$ cat src/hw/rtl/dtd_pkg.sv
`timescale 1ns / 1ps
package dtd_pkg;

  localparam int TICK_WIDTH = 15;
  localparam int FULL_BITS  = 21;
  localparam int RUN_DIV_W  = ((TICK_WIDTH + 8 > 19) ? TICK_WIDTH + 8 : 19) + 1;
  localparam int ERPM_W     = 26;
  localparam int PERIOD_W   = 16;

  localparam logic [2:0] ST_OK       = 3'd0;
  localparam logic [2:0] ST_NO_REPLY = 3'd1;
  localparam logic [2:0] ST_FRAMING  = 3'd2;
  localparam logic [2:0] ST_BAD_GCR  = 3'd3;
  localparam logic [2:0] ST_BAD_CRC  = 3'd4;

  localparam logic [1:0] KIND_NONE = 2'd0;
  localparam logic [1:0] KIND_ERPM = 2'd1;
  localparam logic [1:0] KIND_STOP = 2'd2;
  localparam logic [1:0] KIND_EXT  = 2'd3;

  localparam logic CFG_BIT_PERIOD = 1'b0;
  localparam logic CFG_GAP_MIN    = 1'b1;

  localparam logic [ERPM_W-1:0] ERPM_NUM = 26'd60000000;

  typedef enum logic [1:0] {PH_SEEK, PH_DATA, PH_HOLD, PH_DRAIN} phase_t;
  typedef enum logic {F_IDLE, F_DIV} front_state_t;
  typedef enum logic [2:0] {B_IDLE, B_PAD, B_DEC, B_DIV, B_PUSH} back_state_t;

  typedef struct packed {
    logic                  pulse_level;
    logic [TICK_WIDTH-1:0] pulse_ticks;
    logic                  last_pulse;
  } pulse_t;

  typedef struct packed {
    logic [2:0]          rx_status;
    logic [7:0]          echo_pulses;
    logic [1:0]          payload_kind;
    logic [PERIOD_W-1:0] period_us;
    logic [ERPM_W-1:0]   erpm_value;
    logic [3:0]          ext_type;
    logic [7:0]          ext_value;
  } result_t;

  typedef struct packed {
    logic [2:0]           status;
    logic [7:0]           echo;
    logic [FULL_BITS-1:0] accum;
    logic [4:0]           count;
  } capture_t;

  // GCR quintet to nibble, bit 4 flags an invalid code
  function automatic logic [4:0] quintet_map(input logic [4:0] q);
    logic [4:0] r;
    case (q)
      5'h09: r = 5'h09;
      5'h0A: r = 5'h0A;
      5'h0B: r = 5'h0B;
      5'h0D: r = 5'h0D;
      5'h0E: r = 5'h0E;
      5'h0F: r = 5'h0F;
      5'h12: r = 5'h02;
      5'h13: r = 5'h03;
      5'h15: r = 5'h05;
      5'h16: r = 5'h06;
      5'h17: r = 5'h07;
      5'h19: r = 5'h00;
      5'h1A: r = 5'h08;
      5'h1B: r = 5'h01;
      5'h1D: r = 5'h04;
      5'h1E: r = 5'h0C;
      default: r = 5'h10;
    endcase
    return r;
  endfunction

endpackage

$ cat src/hw/rtl/dtd_fifo.sv
`timescale 1ns / 1ps
module dtd_fifo #(
  parameter type T = logic
) (
  input  logic clk,
  input  logic rst,
  input  logic push,
  input  T     wdata,
  output logic full,
  input  logic pop,
  output T     rdata,
  output logic empty
);
  T           mem [2];
  logic       wr_ptr;
  logic       rd_ptr;
  logic [1:0] count;
  logic       do_push;
  logic       do_pop;

  assign full    = (count == 2'd2);
  assign empty   = (count == 2'd0);
  assign do_push = push && !full;
  assign do_pop  = pop && !empty;
  assign rdata   = mem[rd_ptr];

  always_ff @(posedge clk) begin
    if (do_push) begin
      mem[wr_ptr] <= wdata;
    end
    if (rst) begin
      wr_ptr <= 1'b0;
      rd_ptr <= 1'b0;
      count  <= 2'd0;
    end else begin
      if (do_push) begin
        wr_ptr <= !wr_ptr;
      end
      if (do_pop) begin
        rd_ptr <= !rd_ptr;
      end
      count <= count + 2'(do_push) - 2'(do_pop);
    end
  end
endmodule

$ cat src/hw/rtl/dtd_divider.sv
`timescale 1ns / 1ps
module dtd_divider #(
  parameter int NW = 24,
  parameter int DW = 20
) (
  input  logic          clk,
  input  logic          rst,
  input  logic          start,
  input  logic [NW-1:0] dividend,
  input  logic [DW-1:0] divisor,
  output logic          done,
  output logic [NW-1:0] quotient
);
  localparam int CW = $clog2(NW + 1);

  logic [DW-1:0] rem;
  logic [NW-1:0] quo;
  logic [DW-1:0] dvs;
  logic [CW-1:0] cnt;
  logic          busy;
  logic [DW:0]   sh;
  logic [DW:0]   diff;
  logic          ge;

  assign sh       = {rem, quo[NW-1]};
  assign diff     = sh - {1'b0, dvs};
  assign ge       = (sh >= {1'b0, dvs});
  assign quotient = quo;

  always_ff @(posedge clk) begin
    if (rst) begin
      busy <= 1'b0;
      done <= 1'b0;
      cnt  <= '0;
    end else begin
      done <= 1'b0;
      if (start) begin
        rem  <= '0;
        quo  <= dividend;
        dvs  <= divisor;
        cnt  <= CW'(NW);
        busy <= 1'b1;
      end else if (busy) begin
        rem <= ge ? diff[DW-1:0] : sh[DW-1:0];
        quo <= {quo[NW-2:0], ge};
        cnt <= cnt - 1'b1;
        if (cnt == CW'(1)) begin
          busy <= 1'b0;
          done <= 1'b1;
        end
      end
    end
  end
endmodule

$ cat src/hw/rtl/dtd_front.sv
`timescale 1ns / 1ps
module dtd_front import dtd_pkg::*; (
  input  logic        clk,
  input  logic        rst,
  input  logic        push,
  output logic        full,
  input  pulse_t      in_item,
  input  logic [19:0] bit_period_q8,
  input  logic [14:0] gap_min_ticks,
  output logic        cap_push,
  output capture_t    cap_rec,
  input  logic        cap_full
);
  front_state_t         fstate, fstate_next;
  phase_t               phase, phase_next;
  logic [FULL_BITS-1:0] accum, accum_next;
  logic [4:0]           count, count_next;
  logic [7:0]           echo, echo_next;
  logic                 pend_level;
  logic                 pend_last;

  logic                 accept;
  logic                 zero;
  logic [19:0]          q_eff;
  logic [RUN_DIV_W-1:0] run_dividend;
  logic                 div_start;
  logic                 div_done;
  logic [RUN_DIV_W-1:0] div_quot;
  logic [4:0]           avail;
  logic [4:0]           n;
  logic [7:0]           echo_inc;
  logic                 fin;
  logic                 fin_zero;
  logic [2:0]           fin_status;

  assign full         = (fstate != F_IDLE) || cap_full;
  assign accept       = push && !full;
  assign zero         = (in_item.pulse_ticks == '0);
  assign q_eff        = (bit_period_q8 == '0) ? 20'd1 : bit_period_q8;
  assign run_dividend = RUN_DIV_W'({in_item.pulse_ticks, 8'h00}) + RUN_DIV_W'(q_eff >> 1);
  assign avail        = 5'(FULL_BITS) - count;
  assign echo_inc     = (echo == 8'hFF) ? echo : echo + 8'd1;

  always_comb begin
    if (div_quot == '0) begin
      n = 5'd1;
    end else if (div_quot > RUN_DIV_W'(avail)) begin
      n = avail;
    end else begin
      n = div_quot[4:0];
    end
  end

  dtd_divider #(.NW(RUN_DIV_W), .DW(20)) u_run_div (
    .clk      (clk),
    .rst      (rst),
    .start    (div_start),
    .dividend (run_dividend),
    .divisor  (q_eff),
    .done     (div_done),
    .quotient (div_quot)
  );

  always_ff @(posedge clk) begin
    if (accept) begin
      pend_level <= in_item.pulse_level;
      pend_last  <= in_item.last_pulse;
    end
    if (rst) begin
      fstate <= F_IDLE;
      phase  <= PH_SEEK;
      accum  <= '0;
      count  <= '0;
      echo   <= '0;
    end else begin
      fstate <= fstate_next;
      phase  <= phase_next;
      accum  <= accum_next;
      count  <= count_next;
      echo   <= echo_next;
    end
  end

  always_comb begin
    fstate_next = fstate;
    phase_next  = phase;
    accum_next  = accum;
    count_next  = count;
    echo_next   = echo;
    div_start   = 1'b0;
    fin         = 1'b0;
    fin_zero    = 1'b0;
    fin_status  = ST_OK;
    cap_push    = 1'b0;
    cap_rec     = '0;
    case (fstate)
      F_IDLE: begin
        if (accept) begin
          case (phase)
            PH_SEEK: begin
              if (zero) begin
                fin        = 1'b1;
                fin_zero   = 1'b1;
                fin_status = ST_NO_REPLY;
              end else if (in_item.pulse_level &&
                           in_item.pulse_ticks >= gap_min_ticks) begin
                phase_next = PH_DATA;
                fin        = in_item.last_pulse;
                fin_status = ST_NO_REPLY;
              end else begin
                echo_next  = echo_inc;
                fin        = in_item.last_pulse;
                fin_status = ST_NO_REPLY;
              end
            end
            PH_DATA: begin
              if (zero) begin
                fin      = 1'b1;
                fin_zero = 1'b1;
              end else if (count < 5'(FULL_BITS)) begin
                if (count == '0 && in_item.pulse_level) begin
                  phase_next = PH_HOLD;
                  fin        = in_item.last_pulse;
                  fin_status = ST_FRAMING;
                end else begin
                  div_start   = 1'b1;
                  fstate_next = F_DIV;
                end
              end else begin
                fin = in_item.last_pulse;
              end
            end
            PH_HOLD: begin
              fin        = zero || in_item.last_pulse;
              fin_zero   = zero;
              fin_status = ST_FRAMING;
            end
            PH_DRAIN: begin
              if (in_item.last_pulse) begin
                phase_next = PH_SEEK;
              end
            end
            default: phase_next = PH_SEEK;
          endcase
        end
      end
      F_DIV: begin
        if (div_done) begin
          accum_next  = (accum << n) |
                        (pend_level ? '0 : ~({FULL_BITS{1'b1}} << n));
          count_next  = count + n;
          fstate_next = F_IDLE;
          fin         = pend_last;
        end
      end
      default: fstate_next = F_IDLE;
    endcase

    if (fin) begin
      cap_push       = 1'b1;
      cap_rec.status = fin_status;
      cap_rec.echo   = echo_next;
      cap_rec.accum  = accum_next;
      cap_rec.count  = count_next;
      phase_next     = (fin_zero && !in_item.last_pulse) ? PH_DRAIN : PH_SEEK;
      accum_next     = '0;
      count_next     = '0;
      echo_next      = '0;
    end
  end
endmodule

$ cat src/hw/rtl/dtd_back.sv
`timescale 1ns / 1ps
module dtd_back import dtd_pkg::*; (
  input  logic     clk,
  input  logic     rst,
  input  logic     cap_empty,
  output logic     cap_pop,
  input  capture_t cap_rec,
  output logic     res_push,
  output result_t  res,
  input  logic     res_full
);
  back_state_t          state, state_next;
  capture_t             rec;
  logic [FULL_BITS-1:0] v;
  logic [19:0]          gcr;
  logic [4:0]           q3, q2, q1, q0;
  logic                 bad_gcr;
  logic [15:0]          d16;
  logic [3:0]           crc;
  logic [11:0]          d12;
  logic [PERIOD_W-1:0]  per;
  result_t              dec;
  logic                 div_start;
  logic                 div_done;
  logic [ERPM_W-1:0]    div_quot;

  assign gcr     = v[19:0] ^ v[20:1];
  assign q3      = quintet_map(gcr[19:15]);
  assign q2      = quintet_map(gcr[14:10]);
  assign q1      = quintet_map(gcr[9:5]);
  assign q0      = quintet_map(gcr[4:0]);
  assign bad_gcr = q3[4] | q2[4] | q1[4] | q0[4];
  assign d16     = {q3[3:0], q2[3:0], q1[3:0], q0[3:0]};
  assign crc     = d16[3:0] ^ d16[7:4] ^ d16[11:8] ^ d16[15:12];
  assign d12     = d16[15:4];
  assign per     = PERIOD_W'({7'd0, d12[8:0]} << d12[11:9]);

  always_comb begin
    dec             = '0;
    dec.echo_pulses = rec.echo;
    if (rec.status != ST_OK) begin
      dec.rx_status = rec.status;
    end else if (rec.count == '0) begin
      dec.rx_status = ST_NO_REPLY;
    end else if (bad_gcr) begin
      dec.rx_status = ST_BAD_GCR;
    end else if (crc != 4'hF) begin
      dec.rx_status = ST_BAD_CRC;
    end else begin
      dec.rx_status = ST_OK;
      if (d12[11:8] != 4'd0 && !d12[8]) begin
        dec.payload_kind = KIND_EXT;
        dec.ext_type     = d12[11:8];
        dec.ext_value    = d12[7:0];
      end else if (d12 == 12'hFFF) begin
        dec.payload_kind = KIND_STOP;
      end else begin
        dec.payload_kind = KIND_ERPM;
        dec.period_us    = per;
      end
    end
  end

  dtd_divider #(.NW(ERPM_W), .DW(PERIOD_W)) u_erpm_div (
    .clk      (clk),
    .rst      (rst),
    .start    (div_start),
    .dividend (ERPM_NUM),
    .divisor  (res.period_us),
    .done     (div_done),
    .quotient (div_quot)
  );

  always_ff @(posedge clk) begin
    if (cap_pop) begin
      rec <= cap_rec;
    end
    if (state == B_PAD) begin
      v <= (rec.count == '0) ? '0 : FULL_BITS'(rec.accum << (5'(FULL_BITS) - rec.count));
    end
    if (state == B_DEC) begin
      res <= dec;
    end
    if (state == B_DIV && div_done) begin
      res.erpm_value <= div_quot;
    end
    if (rst) begin
      state <= B_IDLE;
    end else begin
      state <= state_next;
    end
  end

  always_comb begin
    state_next = state;
    cap_pop    = 1'b0;
    div_start  = 1'b0;
    res_push   = 1'b0;
    case (state)
      B_IDLE: begin
        if (!cap_empty) begin
          cap_pop    = 1'b1;
          state_next = B_PAD;
        end
      end
      B_PAD: state_next = B_DEC;
      B_DEC: begin
        state_next = B_PUSH;
      end
      B_PUSH: begin
        if (res.payload_kind == KIND_ERPM && res.period_us != '0 &&
            res.erpm_value == '0) begin
          div_start  = 1'b1;
          state_next = B_DIV;
        end else if (!res_full) begin
          res_push   = 1'b1;
          state_next = B_IDLE;
        end
      end
      B_DIV: begin
        if (div_done) begin
          state_next = B_PUSH;
        end
      end
      default: state_next = B_IDLE;
    endcase
  end
endmodule

$ cat src/hw/rtl/dshot_telemetry_decoder.sv
`timescale 1ns / 1ps
// channel   direction  handshake            payload
// pulses    in         push / full          in_item  (pulse_t)
// results   out        pop / empty          out_item (result_t)
// config    in         cfg_valid/cfg_ready  cfg_index, cfg_data
//
// A pulse that is not a data run needs no division; a data run holds full high
// while the bit-serial run-length divider in the front end works.
// Each capture then passes through the back end (pad, GCR/CRC decode and, for
// eRPM frames, a 26-step serial eRPM divider), overlapped with the next capture.
// Reset is synchronous and immediate: no clearing pass.
// Two-entry queues between front and back and at the output absorb stalls.
module dshot_telemetry_decoder import dtd_pkg::*; (
  input  logic        clk,
  input  logic        rst,
  input  logic        push,
  output logic        full,
  input  pulse_t      in_item,
  output logic        empty,
  input  logic        pop,
  output result_t     out_item,
  input  logic        cfg_valid,
  output logic        cfg_ready,
  input  logic        cfg_index,
  input  logic [19:0] cfg_data
);
  logic [19:0] bit_period_q8;
  logic [14:0] gap_min_ticks;
  logic        cap_push, cap_full, cap_pop, cap_empty;
  capture_t    cap_wr, cap_rd;
  logic        res_push, res_full;
  result_t     res;

  assign cfg_ready = 1'b1;

  always_ff @(posedge clk) begin
    if (rst) begin
      bit_period_q8 <= 20'd27306;
      gap_min_ticks <= 15'd332;
    end else if (cfg_valid && cfg_ready) begin
      case (cfg_index)
        CFG_BIT_PERIOD: bit_period_q8 <= cfg_data;
        CFG_GAP_MIN:    gap_min_ticks <= cfg_data[14:0];
        default: ;
      endcase
    end
  end

  dtd_front u_front (
    .clk           (clk),
    .rst           (rst),
    .push          (push),
    .full          (full),
    .in_item       (in_item),
    .bit_period_q8 (bit_period_q8),
    .gap_min_ticks (gap_min_ticks),
    .cap_push      (cap_push),
    .cap_rec       (cap_wr),
    .cap_full      (cap_full)
  );

  dtd_fifo #(.T(capture_t)) u_cap_q (
    .clk   (clk),
    .rst   (rst),
    .push  (cap_push),
    .wdata (cap_wr),
    .full  (cap_full),
    .pop   (cap_pop),
    .rdata (cap_rd),
    .empty (cap_empty)
  );

  dtd_back u_back (
    .clk       (clk),
    .rst       (rst),
    .cap_empty (cap_empty),
    .cap_pop   (cap_pop),
    .cap_rec   (cap_rd),
    .res_push  (res_push),
    .res       (res),
    .res_full  (res_full)
  );

  dtd_fifo #(.T(result_t)) u_res_q (
    .clk   (clk),
    .rst   (rst),
    .push  (res_push),
    .wdata (res),
    .full  (res_full),
    .pop   (pop),
    .rdata (out_item),
    .empty (empty)
  );
endmodule

$ cat config.mk
export PLATFORM = sky130hd
export DESIGN_NAME = dshot_telemetry_decoder
export DESIGN_NICKNAME = d
export VERILOG_FILES = /design/src/hw/rtl/dtd_pkg.sv /design/src/hw/rtl/dtd_fifo.sv /design/src/hw/rtl/dtd_divider.sv /design/src/hw/rtl/dtd_front.sv /design/src/hw/rtl/dtd_back.sv /design/src/hw/rtl/dshot_telemetry_decoder.sv
export SDC_FILE = /design/constraint.sdc
export NUM_CORES = 1
export LEC_CHECK = 0
export ABC_AREA = 1
export CAP_MARGIN = 25
export CELL_PAD_IN_SITES_DETAIL_PLACEMENT = 2
export CELL_PAD_IN_SITES_GLOBAL_PLACEMENT = 2
export CORE_MARGIN = 2
export CORE_UTILIZATION = 45
export CTS_CLUSTER_SIZE = 28
export DETAILED_ROUTE_END_ITERATION = 8
export DONT_BUFFER_PORTS = 1
export GPL_ROUTABILITY_DRIVEN = 0
export GPL_TIMING_DRIVEN = 0
export PLACE_DENSITY = 0.86
export REMOVE_ABC_BUFFERS = 1
export SYNTH_ARGS = -nofsm -noshare
export SYNTH_HDL_FRONTEND = slang
export SYNTH_SLANG_ARGS = --single-unit
$ cat constraint.sdc
create_clock -name clk -period 12.4 [get_ports clk]
set_input_delay 1.24 -clock clk [delete_from_list [all_inputs] [get_ports clk]]
set_output_delay 1.24 -clock clk [all_outputs]
set_load 0.005 [all_outputs]
==> results of run 1 <==
-- how the worst min path moves through the flow --
stage / startpoint / to / slack (ns) / cells after the start
final: u_back.dec[63]$_DFFE_PP_ / u_back.res[63]$_DFFE_PP_ / 0.43 / 0
after global routing: u_back.dec[63]$_DFFE_PP_ / u_back.res[63]$_DFFE_PP_ / 0.44 / 0
after CTS: u_back.dec[63]$_DFFE_PP_ / u_back.res[63]$_DFFE_PP_ / 0.43 / 0
after detailed placement: u_back.dec[63]$_DFFE_PP_ / u_back.res[63]$_DFFE_PP_ / 0.41 / 0
after global placement: u_back.dec[60]$_DFFE_PP_ / u_back.res[60]$_DFFE_PP_ / 0.40 / 0
after floorplan: u_back.dec[56]$_DFFE_PP_ / u_back.res[56]$_DFFE_PP_ / 0.40 / 0
-- synthesized netlist by cell type (all sizes together), types with 39 or more instances --
| master | number |
|---|---|
| nand3 | 153 |
| nand2 | 596 |
| xor2 | 40 |
| clkbuf | 94 |
| edfxtp | 454 |
| nor2 | 244 |
| o21ai | 215 |
| nand4 | 39 |
| a21oi | 168 |
| mux2 | 67 |
| ha | 95 |
| dfxtp | 98 |
| inv | 318 |
-- kinds of logic (layout without fill, tap and decap cells) --
group	Yosys count	count (layout)
AO/OA/AOI/OAI	469	469
XOR/XNOR	75	75
adder cells (fa/ha/maj)	99	99
buffers and inverters	432	460
flip-flops	552	552
multiplexers	74	74
other	2	3
AND/OR/NAND/NOR	1097	1097
-- per-stage QoR --
step,hold slack [ns],std cells,power [mW],area (um^2)
2_1_floorplan,0.400,2689,3.70,26800
3_3_place_gp,0.401,3471,4.12,27800
3_5_place_dp,0.415,3494,4.48,28300
4_1_cts,0.433,3604,6.54,30300
5_1_grt,0.440,3611,6.81,30400
6_report,0.432,3611,6.59,30400
-- final cells by class --
cell class	count	area [um^2]
inverter	321	1200
multi-input combinational	1816	10100
timing repair buffer	29	561
clock inverter	33	393
sequential	552	15600
tap	782	978
clock buffer	77	1600
fill	6114	29700
antenna	1	2.50
-- registers in the layout (all words and copies together) (netlist names), 8 cells and up, named ones only --
signal	count
u_front.u_run_div.quotient	24
gap_min_ticks	15
u_front.u_run_div.dvs	20
u_front.echo	8
u_res_q.mem	134
u_cap_q.mem	72
u_back.u_erpm_div.quotient	26
u_back.dec	8
bit_period_q8	20
u_front.u_run_div.rem	20
u_back.rec	28
u_back.res	67
u_back.u_erpm_div.dvs	16
u_front.accum	21
u_back.u_erpm_div.rem	16
u_back.v	21
-- report_power, final --
group          total (mW)  switching [mW]  internal, mW
registers            2.52           0.229          2.29
clock network        1.90           0.842          1.06
logic                2.16            1.58         0.574
total                6.59            2.66          3.93
-- metal layers --
metal	GRT usage, %	share of wire, %	up-vias
met5	0	0	-
met4	12.5	4.1	0
met3	4.38	4.5	256
met2	61.2	53	718
met1	38.0	39	11200
li1	-	-	9490
-- placed cells by master, fill, tap and decap left out, types with 7 or more instances in the layout --
cell type,n
nand2_1,591
edfxtp_1,454
inv_1,309
nor2_1,227
o21ai_0,200
a21oi_1,166
nand3_1,148
dfxtp_1,97
ha_1,95
mux2_2,67
clkbuf_16,59
nand4_1,39
xor2_1,36
xnor2_1,34
o211ai_1,29
nor3_1,21
nor4_1,20
clkinv_2,13
clkbuf_1,12
buf_12,12
o21ai_1,11
nor2_2,11
a31oi_1,11
o22ai_1,11
inv_2,9
o31ai_1,9
or2_2,9
clkinv_1,7
mux2i_1,7
bufinv_16,7
clkinvlp_4,7
buf_16,7
==> key figures, run 1 <==
Yosys
  • Synth area leader: edfxtp_1
  • Synth Area per Inst: about 9.7 um^2
  • Ys Warns: 0
  • Synth Area in Adders: 4.66%
  • Synth Area in XOR/XNOR: under 10%
  • Cell area after synthesis: around 0.027 mm^2
  • Main synth FF type: edfxtp_1
  • Share of the synthesized area in the top cell type: between 50% and 60%
  • Main combinational cell family by area after synthesis: simple AND/OR/NAND/NOR gates
  • Synth Area in Compound Gates: 9.44%
  • Multiplexer share of the synthesized area: 3.03%
  • Yosys cell types: 63
  • Sequential area share after synthesis: between 50% and 60%
  • EDFF count, synth: approximately 450
  • Synthesis-stage register bit count: around 550
  • Synth Area in Simple Gates: 17.0%
  • Top cells by area, synth: edfxtp_1 (50%), nand2_1 (8.2%), dfxtp_1 (7.2%)
  • Async SR Flop Fraction: 0%
  • Post-Syn Instances: 2800

Floorplan
  • Core Box Area: 0.0601 mm^2
  • Die Area: around 0.063 mm^2
  • Count of standard-cell rows: 90
  • Die Width: 250 um
  • Ports: 113
  • Initial Utilization: a little under half
  • Chip height: ~250 um

Critical path
  • Worst path slowest cell: inv_1
  • R2r startpoint: u_front.count[1]$_SDFF_PP0_
  • WS Path Type: register to register
  • WP buf/inv: 5
  • Critical Path RT: approximately 13 ns
  • Cell family with most CP delay: simple AND/OR/NAND/NOR gates
  • Critical Path Sink: u_cap_q.mem[0][4]$_DFFE_PP_
  • WP depth: 20
  • R2R setup slack: 7.39 ns
  • Setup crit end kind: register
  • Critical Path Fanout Max: 18
  • Critical path arrival: about 5.4 ns
  • CP cell instances: inv_1, ha_1, inv_1, ha_1, nand2_1, inv_1, nand3_1, nor2_1, nand3b_1, nand3_1, nand3_1, inv_1, ha_1, inv_1, o21ai_0, a21oi_1, a21oi_1, o21ai_0, xor2_1, nor2_1
  • CP most frequent cell: inv_1
  • Startpoint types: register
  • Worst r2r path cells: 20
  • Worst R2R End: u_cap_q.mem[0][4]$_DFFE_PP_
  • Slowest Stage Delay on Critical Path: approximately 0.8 ns
  • Crit path from: u_front.count[1]$_SDFF_PP0_

CTS
  • Root Buffer Master: clkbuf_16
  • Setup Buffers After CTS: 0
  • Clock slew seen by the registers of the worst setup and hold paths: approximately 0.07 ns
  • Bufs on Longest Clock Path: 3
  • TritonCTS clock tree: built
  • Cts hold-fix bufs: 0
  • Num Clock Sinks: about 550
  • H-tree lvl count: 2
  • CTS Buf Count: 58
  • Worst-Skew Late Latency: roughly 0.7 ns
  • Post-CTS resize count: 0

Route
  • First-pass iteration count of the detailed router: 8
  • Via-to-Cell Ratio: roughly 6
  • Post-DRT Antenna Nets: 0
  • DR vias: between 20000 and 25000
  • Final WL: 104 mm
  • DR iter-0 viols: ~1700
  • Remaining DRCs: 0
  • Drt wl/cell: 28.9 um

Cells and area
  • Nets: 2920
  • Share of cells above drive strength 1: under 10%
  • Fin util: between 50% and 60%
  • Synth-to-Final Area Change: 11.7%

Timing
  • Final Hold Viols: 0
  • Final setup vio count: 0
  • Max Clock Freq: 200 MHz
  • Worst Tran Pin Value: 0.986 ns
  • Worst Skew: between 0.06 and 0.07 ns
  • Setup ws final: about 7.4 ns
  • Min Tclk post-route: between 5 and 6 ns
  • Setup TNS Final: 0 ns
  • Max-slew headroom: about 34%
  • Slew Limit Fails: 0
  • Final period utilization: roughly 40%
  • Unrepaired setup endpoints after global routing: no

Placement
  • Buffers on Ports: 0
  • DP HPWL: about 68 mm
  • DP Worst Slack: 7.32 ns

Power and ir drop
  • Pwr Density: about 220 mW/mm^2
  • Max IR drop VDD: roughly 120 uV
  • Leakage: roughly 12 nW

Job
  • Max-cap violations: 0

Global routing
  • Vias in the first global route: between 20000 and 25000
  • Largest net degree at the start of global routing: 68
  • Tot GR Track Use: about a third
  • First-pass GRT wire length: 156 mm
  • Initial antenna violation count: 1
  • Total congestion overflow: 0

Status
  • Run status: complete, no violations

Min path
  • Hold WC Path Type: register to register
No activity file was read; power rests on OpenSTA's default activity.
==> run 2: changes to the inputs <==
--- a/config.mk
+++ b/config.mk
@@ -10,13 +10,13 @@
 export CELL_PAD_IN_SITES_DETAIL_PLACEMENT = 2
 export CELL_PAD_IN_SITES_GLOBAL_PLACEMENT = 2
 export CORE_MARGIN = 2
-export CORE_UTILIZATION = 45
+export CORE_UTILIZATION = 42
 export CTS_CLUSTER_SIZE = 28
 export DETAILED_ROUTE_END_ITERATION = 8
 export DONT_BUFFER_PORTS = 1
 export GPL_ROUTABILITY_DRIVEN = 0
 export GPL_TIMING_DRIVEN = 0
-export PLACE_DENSITY = 0.86
+export PLACE_DENSITY = 0.81
 export REMOVE_ABC_BUFFERS = 1
 export SYNTH_ARGS = -nofsm -noshare
 export SYNTH_HDL_FRONTEND = slang
==> constraint.sdc (replaced) <==
create_clock -name clk -period 4.9 [get_ports clk]
set_input_delay 0.49 -clock clk [delete_from_list [all_inputs] [get_ports clk]]
set_output_delay 0.49 -clock clk [all_outputs]
set_load 0.005 [all_outputs]
==> run 2 against run 1 <==
Compared with the run above: fmax grew 9.8%; flip-flop and latch count did not move; clock skew is 0.043 ns lower; first-iteration DRC count down 17%; cell count up 2.6%; clock power increased to 2.5 times the previous value; via count fell by 3.7%; largest cell class unchanged.
==> key figures, run 2 (synthesized netlist as in run 1, its figures left out) <==
Critical path
  • CP cell instances: inv_1, ha_1, inv_1, ha_1, nand2_1, inv_1, nand2_1, nand2_1, nand2_1, nand2_1, nand2_1, nand2_1, o21ai_0, inv_1, nand2_1, nand2_1, nand2_1, nand2_1, inv_1, o21ai_0, o21ai_1, nor2_1 (was inv_1, ha_1, inv_1, ha_1, nand2_1, inv_1, nand3_1, nor2_1, nand3b_1, nand3_1, nand3_1, inv_1, ha_1, inv_1, o21ai_0, a21oi_1, a21oi_1, o21ai_0, xor2_1, nor2_1)
  • Startpoint types: register (unchanged)
  • Critical path arrival: 4.93 ns (was 5.36 ns)
  • Critical Path RT: 5.27 ns (was 12.75 ns)
  • Worst path slowest cell: dfxtp_1 (was inv_1)
  • Setup crit end kind: register (unchanged)
  • Cell family with most CP delay: simple AND/OR/NAND/NOR gates (unchanged)
  • Critical Path Fanout Max: 13 (was 18)
  • WP buf/inv: 5 (unchanged)
  • WS Path Type: register to register (unchanged)
  • R2R setup slack: 0.34 ns (was 7.39 ns)
  • CP most frequent cell: nand2_1 (was inv_1)
  • Slowest Stage Delay on Critical Path: 0.46 ns (was 0.80 ns)

Floorplan
  • Core Box Area: 0.0642 mm^2 (was 0.0601 mm^2)
  • Ports: 113 (unchanged)
  • Initial Utilization: 42.4% (was 45.3%)
  • Die Width: 259 um (was 250 um)
  • Count of standard-cell rows: 93 (was 90)
  • Die Area: 0.0669 mm^2 (was 0.0625 mm^2)
  • Chip height: 259 um (was 250 um)

Global routing
  • Tot GR Track Use: 26.3% (was 32.8%)
  • First-pass GRT wire length: 137 mm (was 156 mm)
  • Initial antenna violation count: 0 (was 1)
  • Largest net degree at the start of global routing: 68 (unchanged)
  • Vias in the first global route: 22900 (was 24000)
  • Total congestion overflow: 0 (unchanged)

Placement
  • Placed Instance Area: 0.0283 mm^2 (about the same)
  • Placed cells: 3565 (was 3494)
  • DP HPWL: 60.1 mm (was 67.9 mm)
  • Buffers on Ports: 0 (unchanged)
  • DP Worst Slack: -0.231 ns (was 7.32 ns)

Cells and area
  • Biggest register: u_res_q.mem (unchanged)
  • Commonest cells after routing, fill and taps aside: nand2_1 (590), edfxtp_1 (454), inv_1 (307) (was nand2_1 (591), edfxtp_1 (454), inv_1 (309))
  • Nets: 2941 (was 2920)
  • Area of the multi-input gates: 0.0101 mm^2 (about the same)
  • Post-route cell area: 0.0307 mm^2 (was 0.0304 mm^2)
  • Fill cells: 6742 (was 6114)
  • FF+latch area: 0.0156 mm^2 (about the same)
  • Final std cells w/o fill: 3706 (was 3611)
  • Synth-to-Final Area Change: 12.9% (was 11.7%)
  • Top flop regs: u_res_q.mem (134), u_cap_q.mem (72), u_back.res (67) (unchanged)
  • Number of flip-flops in the largest register: 134 (unchanged)
  • Share of cells above drive strength 1: 9.12% (was 8.88%)
  • # diodes: 0 (was 1)
  • Most common cell after layout, fill and taps aside: nand2_1 (unchanged)

Power and ir drop
  • Pwr Density: 520 mW/mm^2 (was 217 mW/mm^2)
  • Max IR drop VDD: 352 uV (was 124 uV)
  • Leakage: 12.1 nW (was 12.0 nW)
  • Total power: 16.0 mW (was 6.59 mW)

Timing
  • Max-slew headroom: 30.7% (was 34.2%)
  • Slew Limit Fails: 0 (unchanged)
  • Unrepaired setup endpoints after global routing: no (unchanged)
  • Worst Tran Pin Value: 1.03 ns (was 0.986 ns)
  • Final period utilization: 93.1% (was 40.4%)
  • Final Hold Viols: 0 (unchanged)
  • Final setup vio count: 0 (unchanged)
  • Setup ws final: 0.338 ns (was 7.39 ns)
  • Min Tclk post-route: 4.56 ns (was 5.01 ns)
  • Worst Skew: 0.0201 ns (was 0.0636 ns)
  • Max Clock Freq: 219 MHz (was 200 MHz)

Route
  • Final WL: 90.4 mm (was 104 mm)
  • Remaining DRCs: 0 (unchanged)
  • Via-to-Cell Ratio: 5.62 (was 5.99)
  • Drt wl/cell: 24.4 um (was 28.9 um)
  • Post-DRT Antenna Nets: 0 (unchanged)
  • DR vias: 20800 (was 21600)
  • First-pass iteration count of the detailed router: 8 (unchanged)
  • DR iter-0 viols: 1422 (was 1719)

Status
  • Run status: complete, no violations (unchanged)

Min path
  • Hold WC Path Type: input pin to register (was register to register)

CTS
  • H-tree lvl count: 2 (unchanged)
  • Bufs on Longest Clock Path: 3 (unchanged)
  • Root Buffer Master: clkbuf_16 (unchanged)
  • Num Clock Sinks: 552 (unchanged)
  • Clock slew seen by the registers of the worst setup and hold paths: 0.07 ns (about the same)
  • TritonCTS clock tree: built (unchanged)
  • Worst-Skew Late Latency: 0.64 ns (was 0.68 ns)
  • CTS Buf Count: 60 (was 58)

Job
  • Max-cap violations: 0 (unchanged)
==> run 2: routing by layer <==
layer,global-route usage [%],part of all wire (%)
met4,8.83,3.4
met5,0,0
met3,3.13,3.2
met1,31.1,40
met2,49.2,53
==> run 2: area by class of cell <==
cell class,instances,share of cell area [%]
multi-input cells,1818,32.9
well taps,855,3.48
clock buffers,74,5.19
repair buffers,46,2.23
flip-flops and latches,552,50.8
clock inverters,40,1.46
inverters,321,3.94
==> run 2: timing repair <==
item	CTS	global route
endpoints found under the hold margin	28	0
gates resized for setup	2	6
endpoints found under the setup margin	5	30
pin swaps	1	2
setup buffers	1	1
hold buffers	19	0
gates cloned	1	1
==> run 2: worst paths after layout <==
check	depth (start not counted)	start	end
max	22	u_front.count[1]$_SDFF_PP0_	u_cap_q.mem[1][13]$_DFFE_PP_
min	2	cfg_data[14]	bit_period_q8[14]$_SDFFE_PP1P_
max reg2reg	22	u_front.count[1]$_SDFF_PP0_	u_cap_q.mem[1][13]$_DFFE_PP_
min reg2reg	0	u_back.dec[58]$_DFFE_PP_	u_back.res[58]$_DFFE_PP_
==> run 2: power breakdown <==
part / switching, mW / internal (mW) / total, mW
combinational: 3.50 / 1.43 / 4.93
clock: 2.05 / 2.74 / 4.79
sequential: 0.474 / 5.81 / 6.28
total: 6.02 / 9.97 / 16.0
==> run 2: stage by stage <==
stage,utilization (%),hold slack [ns],setup TNS [ns]
CTS,47.6,0.00727,0
floorplan,-,0.400,0
global route,47.9,0.0286,0
global placement,43.4,0.405,-450.32
detailed placement,44.1,0.409,-0.512
finish,47.9,0.0256,0
==> run 2: worst reg2reg max path, cell delays in order, from the launching register on <==
cell,delay [ns]
dfxtp_1,0.46
inv_1,0.19
ha_1,0.33
inv_1,0.12
ha_1,0.25
nand2_1,0.09
inv_1,0.08
nand2_1,0.10
nand2_1,0.09
nand2_1,0.09
nand2_1,0.06
nand2_1,0.14
nand2_1,0.15
o21ai_0,0.36
inv_1,0.08
nand2_1,0.42
nand2_1,0.34
nand2_1,0.17
nand2_1,0.08
inv_1,0.21
o21ai_0,0.13
o21ai_1,0.23
nor2_1,0.15
